### src/design/sfb_pkg.sv
// ----------------------------------------------------------------------------
// sfb_pkg
// Types, constants and helper functions shared by the screen fade
// brightness controller and its step divider.
// ----------------------------------------------------------------------------
package sfb_pkg;

  localparam int LevelW = 10;
  localparam int StepW  = 9;
  localparam int TicksW = 8;
  localparam int CodeW  = 16;
  localparam int InLvlW = 6;
  localparam int CountW = 4;

  typedef logic signed [LevelW-1:0] level_t;
  typedef logic [StepW-1:0]         step_t;
  typedef logic [TicksW-1:0]        ticks_t;
  typedef logic [CodeW-1:0]         code_t;
  typedef logic signed [InLvlW-1:0] shade_t;

  localparam level_t LevelMin  = -10'sd256;
  localparam level_t LevelMax  = 10'sd256;
  localparam step_t  StepReset = 9'd32;
  localparam ticks_t TicksMax  = 8'd128;
  localparam code_t  CodeUp    = 16'h4000;
  localparam code_t  CodeDown  = 16'h8000;
  localparam step_t  Dividend  = 9'h100;
  localparam shade_t ShadeBlack = -6'sd16;
  localparam shade_t ShadeWhite = 6'sd16;

  typedef enum logic [2:0] {
    CMD_TICK      = 3'd0,
    CMD_FADE_IN   = 3'd1,
    CMD_TO_BLACK  = 3'd2,
    CMD_TO_WHITE  = 3'd3,
    CMD_BLACK_OUT = 3'd4,
    CMD_WHITE_OUT = 3'd5,
    CMD_RESET     = 3'd6,
    CMD_SET_LEVEL = 3'd7
  } cmd_t;

  typedef enum logic [2:0] {
    KIND_NONE       = 3'd0,
    KIND_FROM_BLACK = 3'd1,
    KIND_TO_BLACK   = 3'd2,
    KIND_FROM_WHITE = 3'd3,
    KIND_TO_WHITE   = 3'd4
  } kind_t;

  typedef enum logic [2:0] {
    ST_IDLE,
    ST_LOAD,
    ST_DIVIDE,
    ST_EXEC,
    ST_HOLD
  } state_t;

  typedef struct packed {
    logic   start;
    ticks_t divisor;
  } div_req_t;

  typedef struct packed {
    logic  done;
    step_t quotient;
  } div_rsp_t;

  function automatic shade_t div16(input level_t v);
    logic [LevelW:0] mag;
    logic [InLvlW-1:0] n;
    mag = v[LevelW-1] ? (~{v[LevelW-1], v} + 11'd1) : {v[LevelW-1], v};
    n = InLvlW'(mag >> 4);
    return v[LevelW-1] ? $signed(~n + 6'd1) : $signed(n);
  endfunction

  function automatic code_t code_of(input shade_t n);
    logic [InLvlW-1:0] mag;
    code_t res;
    mag = n[InLvlW-1] ? (~n + 6'd1) : n;
    if (n == 6'sd0) begin
      res = '0;
    end else if (n[InLvlW-1]) begin
      res = CodeDown | {{(CodeW-InLvlW){1'b0}}, mag};
    end else begin
      res = CodeUp | {{(CodeW-InLvlW){1'b0}}, mag};
    end
    return res;
  endfunction

  function automatic ticks_t clamp_ticks(input ticks_t t);
    ticks_t res;
    if (t == '0) begin
      res = 8'd1;
    end else if (t > TicksMax) begin
      res = TicksMax;
    end else begin
      res = t;
    end
    return res;
  endfunction

endpackage

### src/design/sfb_divider.sv
// ----------------------------------------------------------------------------
// sfb_divider
// Restoring serial divider: 256 / divisor, one quotient bit per cycle.
// ----------------------------------------------------------------------------
module sfb_divider (
  input  logic              clk,
  input  logic              rst,
  input  sfb_pkg::div_req_t req,
  output sfb_pkg::div_rsp_t rsp
);
  import sfb_pkg::*;

  localparam logic [CountW-1:0] LastCount = CountW'(StepW - 1);

  logic              busy;
  logic              done;
  logic [CountW-1:0] count;
  ticks_t            divisor;
  ticks_t            rem;
  ticks_t            rem_next;
  step_t             quo;
  logic [StepW-1:0]  shifted;
  logic              qbit;

  always_comb begin
    shifted  = {rem, Dividend[count]};
    qbit     = shifted >= {1'b0, divisor};
    rem_next = qbit ? TicksW'(shifted - {1'b0, divisor}) : shifted[TicksW-1:0];
  end

  always_ff @(posedge clk) begin
    if (rst) begin
      busy <= 1'b0;
      done <= 1'b0;
    end else begin
      done <= 1'b0;
      if (req.start) begin
        busy    <= 1'b1;
        count   <= LastCount;
        rem     <= '0;
        quo     <= '0;
        divisor <= req.divisor;
      end else if (busy) begin
        rem <= rem_next;
        quo <= {quo[StepW-2:0], qbit};
        if (count == '0) begin
          busy <= 1'b0;
          done <= 1'b1;
        end else begin
          count <= count - 1'b1;
        end
      end
    end
  end

  assign rsp.done     = done;
  assign rsp.quotient = quo;

endmodule

### src/design/screen_fade_brightness_controller.sv
// ----------------------------------------------------------------------------
// screen_fade_brightness_controller
// Two-screen brightness fade controller with per-screen fade state and
// master brightness codes.
// ----------------------------------------------------------------------------
// One request is handled at a time and gives one result showing both screens.
// Tick, black out, white out, reset and set level pass through the load,
// execute and hold states, and hold waits while the result is stalled. Fade
// in, to black and to white also wait in a divide state: the step 256/ticks
// comes from a serial divider that produces one quotient bit per cycle.
module screen_fade_brightness_controller (
  input  logic                  clk,
  input  logic                  rst,
  input  logic                  in_valid,
  output logic                  in_stall,
  input  logic [2:0]            command,
  input  logic                  screen,
  input  logic [7:0]            fade_ticks,
  input  logic signed [5:0]     level,
  input  logic                  request_update,
  output logic                  out_valid,
  input  logic                  out_stall,
  output logic [15:0]           main_bright_code,
  output logic [15:0]           sub_bright_code,
  output logic                  main_fading,
  output logic                  sub_fading,
  output logic                  main_adjusted,
  output logic                  sub_adjusted,
  output logic                  update_requested
);
  import sfb_pkg::*;

  state_t   state;
  state_t   state_next;
  cmd_t     cmd;
  logic     scr;
  ticks_t   ticks;
  shade_t   shade;
  logic     req_upd;

  level_t   fade_level [2];
  kind_t    fade_kind [2];
  step_t    fade_step [2];
  logic     start_delay [2];
  code_t    bright_code [2];
  logic     update_flag;

  div_req_t div_req;
  div_rsp_t div_rsp;
  logic     accept;
  logic     is_fade;
  logic     exec_en;

  level_t   lvl_next;
  kind_t    kind_next;
  step_t    step_next;
  logic     delay_next;
  code_t    code_next;
  logic     flag_next;
  logic signed [LevelW:0] sum;
  level_t   tick_lvl;
  kind_t    tick_kind;

  assign accept  = in_valid && !in_stall;
  assign is_fade = (cmd == CMD_FADE_IN) || (cmd == CMD_TO_BLACK) || (cmd == CMD_TO_WHITE);

  sfb_divider u_div (
    .clk (clk),
    .rst (rst),
    .req (div_req),
    .rsp (div_rsp)
  );

  always_comb begin
    state_next = state;
    unique case (state)
      ST_IDLE:   if (accept) state_next = ST_LOAD;
      ST_LOAD:   state_next = is_fade ? ST_DIVIDE : ST_EXEC;
      ST_DIVIDE: if (div_rsp.done) state_next = ST_EXEC;
      ST_EXEC:   state_next = ST_HOLD;
      ST_HOLD:   if (!out_stall) state_next = ST_IDLE;
      default:   state_next = ST_IDLE;
    endcase
  end

  always_comb begin
    in_stall        = state != ST_IDLE;
    out_valid       = state == ST_HOLD;
    exec_en         = state == ST_EXEC;
    div_req.start   = (state == ST_LOAD) && is_fade;
    div_req.divisor = clamp_ticks(ticks);
  end

  always_ff @(posedge clk) begin
    if (rst) begin
      state <= ST_IDLE;
    end else begin
      state <= state_next;
    end
  end

  always_ff @(posedge clk) begin
    if (rst) begin
      cmd <= CMD_TICK;
      scr <= 1'b0;
    end else if (accept) begin
      cmd     <= cmd_t'(command);
      scr     <= screen;
      ticks   <= fade_ticks;
      shade   <= level;
      req_upd <= request_update;
    end
  end

  always_comb begin
    sum       = {fade_level[scr][LevelW-1], fade_level[scr]};
    tick_lvl  = fade_level[scr];
    tick_kind = fade_kind[scr];
    unique case (fade_kind[scr])
      KIND_FROM_BLACK: begin
        sum = {fade_level[scr][LevelW-1], fade_level[scr]} + {2'b00, fade_step[scr]};
        if (sum > 11'sd0) begin
          tick_lvl  = '0;
          tick_kind = KIND_NONE;
        end else begin
          tick_lvl = LevelW'(sum);
        end
      end
      KIND_TO_BLACK: begin
        sum = {fade_level[scr][LevelW-1], fade_level[scr]} - {2'b00, fade_step[scr]};
        if (sum < -11'sd256) begin
          tick_lvl  = LevelMin;
          tick_kind = KIND_NONE;
        end else begin
          tick_lvl = LevelW'(sum);
        end
      end
      KIND_FROM_WHITE: begin
        sum = {fade_level[scr][LevelW-1], fade_level[scr]} - {2'b00, fade_step[scr]};
        if (sum < 11'sd0) begin
          tick_lvl  = '0;
          tick_kind = KIND_NONE;
        end else begin
          tick_lvl = LevelW'(sum);
        end
      end
      KIND_TO_WHITE: begin
        sum = {fade_level[scr][LevelW-1], fade_level[scr]} + {2'b00, fade_step[scr]};
        if (sum > 11'sd256) begin
          tick_lvl  = LevelMax;
          tick_kind = KIND_NONE;
        end else begin
          tick_lvl = LevelW'(sum);
        end
      end
      default: begin
        tick_lvl  = fade_level[scr];
        tick_kind = fade_kind[scr];
      end
    endcase
  end

  always_comb begin
    lvl_next   = fade_level[scr];
    kind_next  = fade_kind[scr];
    step_next  = fade_step[scr];
    delay_next = start_delay[scr];
    code_next  = bright_code[scr];
    flag_next  = update_flag;
    unique case (cmd)
      CMD_TICK: begin
        if (start_delay[scr]) begin
          delay_next = 1'b0;
        end else begin
          lvl_next  = tick_lvl;
          kind_next = tick_kind;
          if (div16(fade_level[scr]) != div16(tick_lvl)) begin
            code_next = code_of(div16(tick_lvl));
          end
        end
      end
      CMD_FADE_IN: begin
        if (fade_level[scr] < 10'sd0) begin
          kind_next = KIND_FROM_BLACK;
        end else if (fade_level[scr] > 10'sd0) begin
          kind_next = KIND_FROM_WHITE;
        end else begin
          kind_next = KIND_NONE;
        end
        step_next  = div_rsp.quotient;
        delay_next = 1'b1;
      end
      CMD_TO_BLACK: begin
        kind_next  = (fade_level[scr] > LevelMin) ? KIND_TO_BLACK : KIND_NONE;
        step_next  = div_rsp.quotient;
        delay_next = 1'b0;
      end
      CMD_TO_WHITE: begin
        kind_next  = (fade_level[scr] < LevelMax) ? KIND_TO_WHITE : KIND_NONE;
        step_next  = div_rsp.quotient;
        delay_next = 1'b0;
      end
      CMD_BLACK_OUT: begin
        lvl_next   = LevelMin;
        kind_next  = KIND_NONE;
        delay_next = 1'b0;
        code_next  = code_of(ShadeBlack);
      end
      CMD_WHITE_OUT: begin
        lvl_next   = LevelMax;
        kind_next  = KIND_NONE;
        delay_next = 1'b0;
        code_next  = code_of(ShadeWhite);
      end
      CMD_RESET: begin
        lvl_next   = '0;
        kind_next  = KIND_NONE;
        step_next  = StepReset;
        delay_next = 1'b0;
        code_next  = '0;
        flag_next  = 1'b1;
      end
      CMD_SET_LEVEL: begin
        code_next = code_of(shade);
        if (req_upd) flag_next = 1'b1;
      end
    endcase
  end

  always_ff @(posedge clk) begin
    if (rst) begin
      for (int i = 0; i < 2; i++) begin
        fade_level[i]  <= '0;
        fade_kind[i]   <= KIND_NONE;
        fade_step[i]   <= StepReset;
        start_delay[i] <= 1'b0;
        bright_code[i] <= '0;
      end
      update_flag <= 1'b0;
    end else if (exec_en) begin
      fade_level[scr]  <= lvl_next;
      fade_kind[scr]   <= kind_next;
      fade_step[scr]   <= step_next;
      start_delay[scr] <= delay_next;
      bright_code[scr] <= code_next;
      update_flag      <= flag_next;
    end
  end

  assign main_bright_code = bright_code[0];
  assign sub_bright_code  = bright_code[1];
  assign main_fading      = fade_kind[0] != KIND_NONE;
  assign sub_fading       = fade_kind[1] != KIND_NONE;
  assign main_adjusted    = fade_level[0] != '0;
  assign sub_adjusted     = fade_level[1] != '0;
  assign update_requested = update_flag;

endmodule

### config.mk
export PLATFORM = sky130hd
export DESIGN_NAME = screen_fade_brightness_controller
export DESIGN_NICKNAME = d
export VERILOG_FILES = /design/src/design/sfb_pkg.sv /design/src/design/sfb_divider.sv /design/src/design/screen_fade_brightness_controller.sv
export SDC_FILE = /design/constraint.sdc
export NUM_CORES = 1
export LEC_CHECK = 0
export BUFFER_PORTS_ARGS = -buffer_cell sky130_fd_sc_hd__buf_2
export CORE_MARGIN = 2
export CORE_UTILIZATION = 40
export CTS_CLUSTER_DIAMETER = 120
export DETAILED_ROUTE_END_ITERATION = 12
export SLEW_MARGIN = 40
export SYNTH_ARGS = -nofsm -noshare
export SYNTH_HDL_FRONTEND = slang
export SYNTH_SLANG_ARGS = --single-unit
### constraint.sdc
create_clock -name clk -period 12.3 [get_ports clk]
set_input_delay 1.23 -clock clk [delete_from_list [all_inputs] [get_ports clk]]
set_output_delay 1.23 -clock clk [all_outputs]
set_load 0.01 [all_outputs]
==> results of run 1 <==
==> critical path, cell delays in order (launching register included) <==
cell                        delay [ns]
sky130_fd_sc_hd__dfxtp_1          0.30
sky130_fd_sc_hd__buf_4            0.38
sky130_fd_sc_hd__mux2i_1          0.48
sky130_fd_sc_hd__inv_1            0.21
sky130_fd_sc_hd__ha_1             0.57
sky130_fd_sc_hd__nor2b_2          0.12
sky130_fd_sc_hd__or2_1            0.29
sky130_fd_sc_hd__o21ai_0          0.30
sky130_fd_sc_hd__and2_1           0.25
sky130_fd_sc_hd__a2111oi_0        0.14
sky130_fd_sc_hd__nor2_1           0.54
sky130_fd_sc_hd__a21oi_1          0.22
sky130_fd_sc_hd__nor4_4           0.50
sky130_fd_sc_hd__ha_1             0.37
sky130_fd_sc_hd__nand2_1          0.17
sky130_fd_sc_hd__o21a_1           0.22
sky130_fd_sc_hd__o21ai_1          0.21
sky130_fd_sc_hd__nand4bb_4        0.14
sky130_fd_sc_hd__o41ai_4          0.49
sky130_fd_sc_hd__clkbuf_4         0.33
sky130_fd_sc_hd__o21bai_1         0.30
==> power groups by stage <==
stage / sequential (mW) / clock [mW] / combinational (mW)
after global routing: 0.478 / 0.585 / 0.494
after detailed placement: 0.483 / 0 / 0.442
after global placement: 0.483 / 0 / 0.442
after floorplan: 0.476 / 0 / 0.353
after CTS: 0.475 / 0.569 / 0.446
final: 0.475 / 0.562 / 0.452
==> metrics by stage <==
| step | power, mW | hold WS [ns] |
|---|---|---|
| floorplan | 0.828 | 0.455 |
| global placement | 0.924 | 0.478 |
| detailed placement | 0.925 | 0.476 |
| CTS | 1.49 | 0.483 |
| global route | 1.56 | 0.517 |
| finish | 1.49 | 0.479 |
==> layout make-up <==
type / count / area (µm²) / share of cell area [%]
inverters: 47 / 176 / 1.84
clock buffers: 17 / 425 / 4.44
repair buffers: 56 / 308 / 3.21
flip-flops and latches: 118 / 3420 / 35.7
well taps: 275 / 344 / 3.59
clock inverters: 15 / 249 / 2.60
multi-input cells: 676 / 4660 / 48.6
==> sequential cells by signal (all words and copies together) (netlist names), named ones only <==
| register | cells |
|---|---|
| shade | 6 |
| state | 3 |
| u_div.rem | 8 |
| start_delay | 2 |
| u_div.done | 1 |
| fade_level | 20 |
| update_requested | 1 |
| u_div.shifted | 1 |
| cmd | 3 |
| ticks | 8 |
| u_div.busy | 1 |
| bright_code | 16 |
| fade_kind | 6 |
| req_upd | 1 |
| u_div.divisor | 8 |
| scr | 1 |
| u_div.count | 4 |
| fade_step | 18 |
| u_div.quo | 9 |
==> per-layer routing <==
layer	global-route usage, %	vias up	wire length, µm
met1	26.9	3268	9750
met2	31.0	221	9850
met4	8.35	0	769
li1	-	3305	-
met3	3.32	45	1290
met5	0	-	0
==> cell families after synthesis <==
logic type | synth area share (%)
and+or+nand+nor | 20.0
AOI/OAI and AO/OA | 18.8
DFF | 40.2
buffers and inverters | 6.06
xor gates and xnor gates | 4.54
muxes | 5.06
adders and majority gates | 5.26
other | 0.0440
==> cells in the mapped netlist, drive strengths merged, types with 5 or more instances <==
master / count / area share (%)
inv: 47 / 2.1
o2111ai: 5 / 0.51
xor2: 11 / 1.1
o21ai: 37 / 2.2
clkbuf: 32 / 1.4
o31ai: 8 / 0.71
a2111oi: 5 / 0.98
nor4: 14 / 1.5
ha: 31 / 4.6
a211oi: 8 / 0.97
mux2i: 16 / 1.9
or4: 6 / 0.57
nand2: 42 / 1.9
o21a: 6 / 0.53
a21oi: 51 / 3.0
buf: 32 / 2.6
o211ai: 5 / 0.44
dfxtp: 12 / 2.8
or3: 7 / 0.51
and2: 19 / 1.4
a31oi: 11 / 0.81
o21bai: 7 / 0.79
a222oi: 7 / 0.82
and3: 6 / 0.44
a22oi: 6 / 0.53
mux2: 24 / 3.2
nor3: 37 / 2.2
nor2b: 22 / 1.6
a21o: 8 / 0.71
o221ai: 5 / 0.59
nand4: 9 / 0.66
xnor2: 28 / 2.9
nand2b: 12 / 0.88
nand3: 13 / 0.76
or2: 7 / 0.51
nor2: 127 / 5.7
edfxtp: 106 / 37
==> worst max path at each step <==
stage / startpoint / endpoint / cells past startpoint
after floorplan: flop / bright_code[1][0] / 25
after global routing: flop / bright_code[1][2] / 20
after CTS: flop / bright_code[1][14] / 19
after detailed placement: flop / bright_code[1][0] / 19
after global placement: flop / bright_code[1][0] / 19
final: flop / bright_code[1][15] / 20
==> impl_metrics.xml, run 1 <==
<?xml version="1.0" encoding="UTF-8"?>
<metrics>
  <group name="pwr">
    <metric name="seq_power_share" unit="%">31.9</metric>
    <metric name="clock_power_share" unit="%">37.8</metric>
    <metric name="power_switching" unit="mW">0.482</metric>
    <metric name="leakage" unit="nW">3.54</metric>
    <metric name="worst_voltage_drop_across_the_vdd_grid" unit="V">0.000101</metric>
    <metric name="p_int" unit="mW">1.01</metric>
    <metric name="p_per_area" unit="mW/mm²">155</metric>
    <metric name="sw_frac_of_total" unit="%">32.4</metric>
    <metric name="pwr-share-comb" unit="%">30.3</metric>
  </group>
  <group name="layout">
    <metric name="area_added_between_synthesis_and_finish" unit="%">12.6</metric>
    <metric name="final_cell_mix" unit="">124 x sky130_fd_sc_hd__nor2_1, 106 x sky130_fd_sc_hd__edfxtp_1, 51 x sky130_fd_sc_hd__a21oi_1</metric>
    <metric name="num-fill-cells" unit="">2045</metric>
    <metric name="n_antenna_cell" unit="">0</metric>
    <metric name="post-route-util" unit="%">45.7</metric>
    <metric name="final_area" unit="mm²">0.00958</metric>
    <metric name="post_layout_nonfiller_instances" unit="">1204</metric>
    <metric name="post_route_cells_drive_above_1_share" unit="%">15.3</metric>
    <metric name="final_net_count" unit="">973</metric>
    <metric name="final_common_cell" unit="">sky130_fd_sc_hd__nor2_1</metric>
  </group>
  <group name="floorplan">
    <metric name="start_util" unit="%">40.6</metric>
    <metric name="io-pin-count" unit="">62</metric>
    <metric name="die_w" unit="µm">150</metric>
    <metric name="fp.coreArea" unit="mm²">0.0210</metric>
    <metric name="placementRows" unit="">53</metric>
    <metric name="dieHeight" unit="µm">150</metric>
    <metric name="die-area" unit="mm²">0.0225</metric>
  </group>
  <group name="yosys">
    <metric name="yosys_warnings" unit="">0</metric>
    <metric name="ys_seq_elements" unit="">118</metric>
    <metric name="synth_async_sr_flop_share" unit="%">0</metric>
    <metric name="synth_top_flop_cell" unit="">sky130_fd_sc_hd__edfxtp_1</metric>
    <metric name="yosys_cell_types" unit="">95</metric>
    <metric name="edff_count_synth" unit="">106</metric>
    <metric name="synth_area_per_cell" unit="µm²">9.57</metric>
    <metric name="seq_area_frac_synth" unit="%">40.2</metric>
    <metric name="postSynthCellCount" unit="">890</metric>
    <metric name="synth.cell_area" unit="mm²">0.00851</metric>
  </group>
  <group name="critical_path">
    <metric name="startpoint_type" unit="">flop</metric>
    <metric name="reg2reg_depth" unit="">20</metric>
    <metric name="critical_path.reg2reg.endpoint" unit="">bright_code[1][15]</metric>
    <metric name="timing_worst_setup_path_type" unit="">reg -&gt; reg</metric>
    <metric name="setup.reg_to_reg.worst_slack" unit="ns">5.40</metric>
    <metric name="critical_path_required" unit="ns">12.38</metric>
    <metric name="crit_end_element" unit="">flop</metric>
    <metric name="crit_path_max_fanout" unit="">30</metric>
    <metric name="cp.arrival" unit="ns">6.98</metric>
  </group>
  <group name="place">
    <metric name="numPlacedInstances" unit="">1171</metric>
    <metric name="place.gp.congestion" unit="">0.921</metric>
    <metric name="port_buffers" unit="">45</metric>
    <metric name="hpwlAfterDp" unit="µm">16200</metric>
    <metric name="dp_slack" unit="ns">5.27</metric>
    <metric name="placement.cell_area" unit="mm²">0.00889</metric>
  </group>
  <group name="clock_network">
    <metric name="cts-hold-fix-buffers" unit="">0</metric>
    <metric name="clock_latency_on_the_worst_skew_pair" unit="ns">0.41</metric>
    <metric name="post_cts_resized" unit="">0</metric>
    <metric name="cts_bufs_inserted" unit="">17</metric>
    <metric name="cts.clk_slew.worst_paths" unit="ns">0.06</metric>
    <metric name="cts_post_setup_buffers_inserted" unit="">0</metric>
    <metric name="cts_tree" unit="">done</metric>
    <metric name="htreeDepth" unit="">4</metric>
    <metric name="clk_tree_root_cell" unit="">sky130_fd_sc_hd__clkbuf_16</metric>
    <metric name="cts-root-to-sink-buffers" unit="">2</metric>
    <metric name="cts_num_sinks" unit="">118</metric>
  </group>
  <group name="sta">
    <metric name="final.setup.tns" unit="ns">0</metric>
    <metric name="unrepaired_setup_endpoints_after_global_routing" unit="">no</metric>
    <metric name="timing.max_slew.rel_slack" unit="%">45.7</metric>
    <metric name="worst_pin_slew" unit="ns">0.808</metric>
    <metric name="timing.fmax" unit="GHz">0.145</metric>
    <metric name="setup-violations-final" unit="">0</metric>
    <metric name="final_period_util" unit="%">56.1</metric>
    <metric name="final-max-slew-violation-count" unit="">0</metric>
    <metric name="period_needed" unit="ns">6.90</metric>
    <metric name="clock_skew" unit="ns">0.00535</metric>
    <metric name="timing.final.hold_violations" unit="">0</metric>
    <metric name="final_critical_path_setup_slack" unit="ns">5.40</metric>
  </group>
  <group name="flow_run">
    <metric name="max-cap-violations" unit="">0</metric>
  </group>
  <group name="global_route">
    <metric name="first_pass_grt_wire_length" unit="µm">34600</metric>
    <metric name="global_route.overflow_total" unit="">0</metric>
    <metric name="grt_max_degree" unit="">34</metric>
    <metric name="number_of_global_route_vias_before_repair" unit="">6556</metric>
    <metric name="grtUsageTotal" unit="%">19.7</metric>
    <metric name="grt_antenna_before_repair" unit="">0</metric>
  </group>
  <group name="hold_path">
    <metric name="min_path_cells" unit="">2</metric>
    <metric name="holdCritStartpoint" unit="">update_requested</metric>
    <metric name="worstHoldEndpoint" unit="">update_requested</metric>
    <metric name="worstHoldPathType" unit="">reg -&gt; reg</metric>
  </group>
  <group name="route">
    <metric name="avg_vias_per_cell" unit="">5.68</metric>
    <metric name="postRouteAntennaNets" unit="">0</metric>
    <metric name="route.vias.total" unit="">6839</metric>
    <metric name="firstDrtPassIters" unit="">5</metric>
    <metric name="drc" unit="">0</metric>
    <metric name="detail_route.wl_per_cell" unit="µm">18.0</metric>
    <metric name="drt-initial-drc-count" unit="">601</metric>
    <metric name="detail_route.wirelength" unit="µm">21700</metric>
  </group>
  <group name="run_status">
    <metric name="status" unit="">finished clean</metric>
  </group>
</metrics>
Power figures use the tool's default switching activity.
==> run 2: changes to the inputs <==
==> constraint.sdc (replaced) <==
create_clock -name clk -period 7.24 [get_ports clk]
set_input_delay 0.724 -clock clk [delete_from_list [all_inputs] [get_ports clk]]
set_output_delay 0.724 -clock clk [all_outputs]
set_load 0.01 [all_outputs]
==> impl_metrics.xml, run 2 (synthesis results as in run 1) <==
<?xml version="1.0" encoding="UTF-8"?>
<metrics>
  <group name="run_status">
    <metric name="status" unit="">finished clean</metric>
  </group>
  <group name="clock_network">
    <metric name="cts-hold-fix-buffers" unit="">0</metric>
    <metric name="cts_bufs_inserted" unit="">17</metric>
    <metric name="clk_tree_root_cell" unit="">sky130_fd_sc_hd__clkbuf_16</metric>
    <metric name="cts_post_setup_buffers_inserted" unit="">0</metric>
    <metric name="cts_tree" unit="">done</metric>
    <metric name="htreeDepth" unit="">4</metric>
    <metric name="cts-root-to-sink-buffers" unit="">2</metric>
    <metric name="post_cts_resized" unit="">0</metric>
    <metric name="cts.clk_slew.worst_paths" unit="ns">0.06</metric>
    <metric name="clock_latency_on_the_worst_skew_pair" unit="ns">0.41</metric>
    <metric name="cts_num_sinks" unit="">118</metric>
  </group>
  <group name="sta">
    <metric name="period_needed" unit="ns">6.52</metric>
    <metric name="timing.max_slew.rel_slack" unit="%">43.2</metric>
    <metric name="clock_skew" unit="ns">0.0131</metric>
    <metric name="final_critical_path_setup_slack" unit="ns">0.721</metric>
    <metric name="setup-violations-final" unit="">0</metric>
    <metric name="final-max-slew-violation-count" unit="">0</metric>
    <metric name="final.setup.tns" unit="ns">0</metric>
    <metric name="unrepaired_setup_endpoints_after_global_routing" unit="">no</metric>
    <metric name="worst_pin_slew" unit="ns">0.850</metric>
    <metric name="final_period_util" unit="%">90.0</metric>
    <metric name="timing.final.hold_violations" unit="">0</metric>
    <metric name="timing.fmax" unit="GHz">0.153</metric>
    <metric name="hold_ws" unit="ns">0.480</metric>
  </group>
  <group name="route">
    <metric name="detail_route.wirelength" unit="µm">21700</metric>
    <metric name="drt-initial-drc-count" unit="">580</metric>
    <metric name="avg_vias_per_cell" unit="">5.71</metric>
    <metric name="detail_route.wl_per_cell" unit="µm">18.0</metric>
    <metric name="postRouteAntennaNets" unit="">0</metric>
    <metric name="firstDrtPassIters" unit="">6</metric>
    <metric name="drc" unit="">0</metric>
    <metric name="route.vias.total" unit="">6914</metric>
  </group>
  <group name="critical_path">
    <metric name="timing.critical_path.max_delay_family" unit="">simple AND/OR/NAND/NOR gates</metric>
    <metric name="startpoint_type" unit="">flop</metric>
    <metric name="setup.reg_to_reg.worst_slack" unit="ns">0.72</metric>
    <metric name="cp_num_buf_inv" unit="">2</metric>
    <metric name="critical_path_required" unit="ns">7.28</metric>
    <metric name="crit_path_max_fanout" unit="">19</metric>
    <metric name="slowest_delay" unit="ns">0.70</metric>
    <metric name="crit_end_element" unit="">flop</metric>
    <metric name="crit_path_top_delay_cell" unit="">sky130_fd_sc_hd__o21bai_1</metric>
    <metric name="timing_worst_setup_path_type" unit="">reg -&gt; reg</metric>
    <metric name="ordered_cell_list_for_the_critical_path" unit="">mux2i_1 -&gt; inv_1 -&gt; ha_1 -&gt; nor2b_2 -&gt; or2_1 -&gt; o21ai_0 -&gt; and2_1 -&gt; a2111oi_0 -&gt; nor2_1 -&gt; o2111a_1 -&gt; nor4_4 -&gt; ha_1 -&gt; inv_1 -&gt; nand2_1 -&gt; or4_1 -&gt; a21oi_1 -&gt; nand4bb_4 -&gt; o41ai_4 -&gt; o21bai_1</metric>
    <metric name="reg2reg_depth" unit="">19</metric>
    <metric name="cp.arrival" unit="ns">6.56</metric>
    <metric name="critical_path.reg2reg.endpoint" unit="">bright_code[1][4]</metric>
  </group>
  <group name="floorplan">
    <metric name="dieHeight" unit="µm">150</metric>
    <metric name="die-area" unit="mm²">0.0225</metric>
    <metric name="start_util" unit="%">40.6</metric>
    <metric name="io-pin-count" unit="">62</metric>
    <metric name="placementRows" unit="">53</metric>
    <metric name="die_w" unit="µm">150</metric>
    <metric name="fp.coreArea" unit="mm²">0.0210</metric>
  </group>
  <group name="flow_run">
    <metric name="max-cap-violations" unit="">0</metric>
  </group>
  <group name="layout">
    <metric name="reg_top3" unit="">fade_level: 20 flops, fade_step: 18 flops, bright_code: 16 flops</metric>
    <metric name="final_cell_mix" unit="">125 x sky130_fd_sc_hd__nor2_1, 106 x sky130_fd_sc_hd__edfxtp_1, 51 x sky130_fd_sc_hd__a21oi_1</metric>
    <metric name="top_register" unit="">fade_level</metric>
    <metric name="n_antenna_cell" unit="">0</metric>
    <metric name="final_net_count" unit="">979</metric>
    <metric name="post_route_cells_drive_above_1_share" unit="%">15.8</metric>
    <metric name="post-route-util" unit="%">45.6</metric>
    <metric name="final_common_cell" unit="">sky130_fd_sc_hd__nor2_1</metric>
    <metric name="largest_register_ffs" unit="">20</metric>
    <metric name="area_added_between_synthesis_and_finish" unit="%">12.2</metric>
    <metric name="num-fill-cells" unit="">2047</metric>
  </group>
  <group name="global_route">
    <metric name="number_of_global_route_vias_before_repair" unit="">6501</metric>
    <metric name="grt_antenna_before_repair" unit="">0</metric>
    <metric name="first_pass_grt_wire_length" unit="µm">34800</metric>
    <metric name="global_route.overflow_total" unit="">0</metric>
    <metric name="grtUsageTotal" unit="%">19.8</metric>
    <metric name="grt_max_degree" unit="">34</metric>
  </group>
  <group name="hold_path">
    <metric name="min_path_cells" unit="">1</metric>
    <metric name="worstHoldPathType" unit="">reg -&gt; reg</metric>
    <metric name="worstHoldEndpoint" unit="">u_div.done</metric>
    <metric name="holdCritStartpoint" unit="">u_div.busy</metric>
  </group>
  <group name="place">
    <metric name="dp_slack" unit="ns">0.888</metric>
    <metric name="place.gp.congestion" unit="">0.945</metric>
    <metric name="hpwlAfterDp" unit="µm">16200</metric>
    <metric name="port_buffers" unit="">45</metric>
  </group>
  <group name="pwr">
    <metric name="leakage" unit="nW">3.55</metric>
    <metric name="p_per_area" unit="mW/mm²">254</metric>
    <metric name="worst_voltage_drop_across_the_vdd_grid" unit="V">0.000197</metric>
  </group>
</metrics>
run 2: area by class of cell:
| cell class | count | area [µm²] | share of cell area [%] |
|---|---|---|---|
| repair buffers | 62 | 353 | 3.69 |
| flip-flops and latches | 118 | 3430 | 35.9 |
| clock inverters | 13 | 130 | 1.36 |
| inverters | 47 | 176 | 1.85 |
| clock buffers | 19 | 475 | 4.98 |
| multi-input cells | 676 | 4650 | 48.7 |
| well taps | 275 | 344 | 3.60 |
run 2: power breakdown:
group	internal (mW)	switching [mW]	total (mW)
Sequential	0.780	0.0312	0.812
Combinational	0.289	0.479	0.767
Clock	0.523	0.325	0.847
run 2: how the worst max path moves through the flow:
stage | start | to | slack (ns) | depth (start not counted)
after CTS | flop | bright_code[1][5] | 0.83 | 19
after detailed placement | flop | bright_code[1][15] | 0.89 | 22
after global routing | flop | bright_code[1][0] | 0.28 | 19
after floorplan | flop | bright_code[1][0] | 1.10 | 25
final | flop | bright_code[1][4] | 0.72 | 19
after global placement | flop | bright_code[1][15] | 0.70 | 19
run 2: through the flow:
stage	power, mW	instance area, µm²	instances
6_report	2.43	9560	1210
5_1_grt	2.55	9560	1210
4_1_cts	2.43	9560	1210
3_5_place_dp	1.58	8950	1178
3_3_place_gp	1.57	8940	1178
2_1_floorplan	1.41	8570	905
run 2: metal layers:
layer,share of wire (%),global-route usage (%)
met5,0,0
met4,1.5,5.42
met3,6.5,4.91
met2,47,31.6
met1,45,26.9
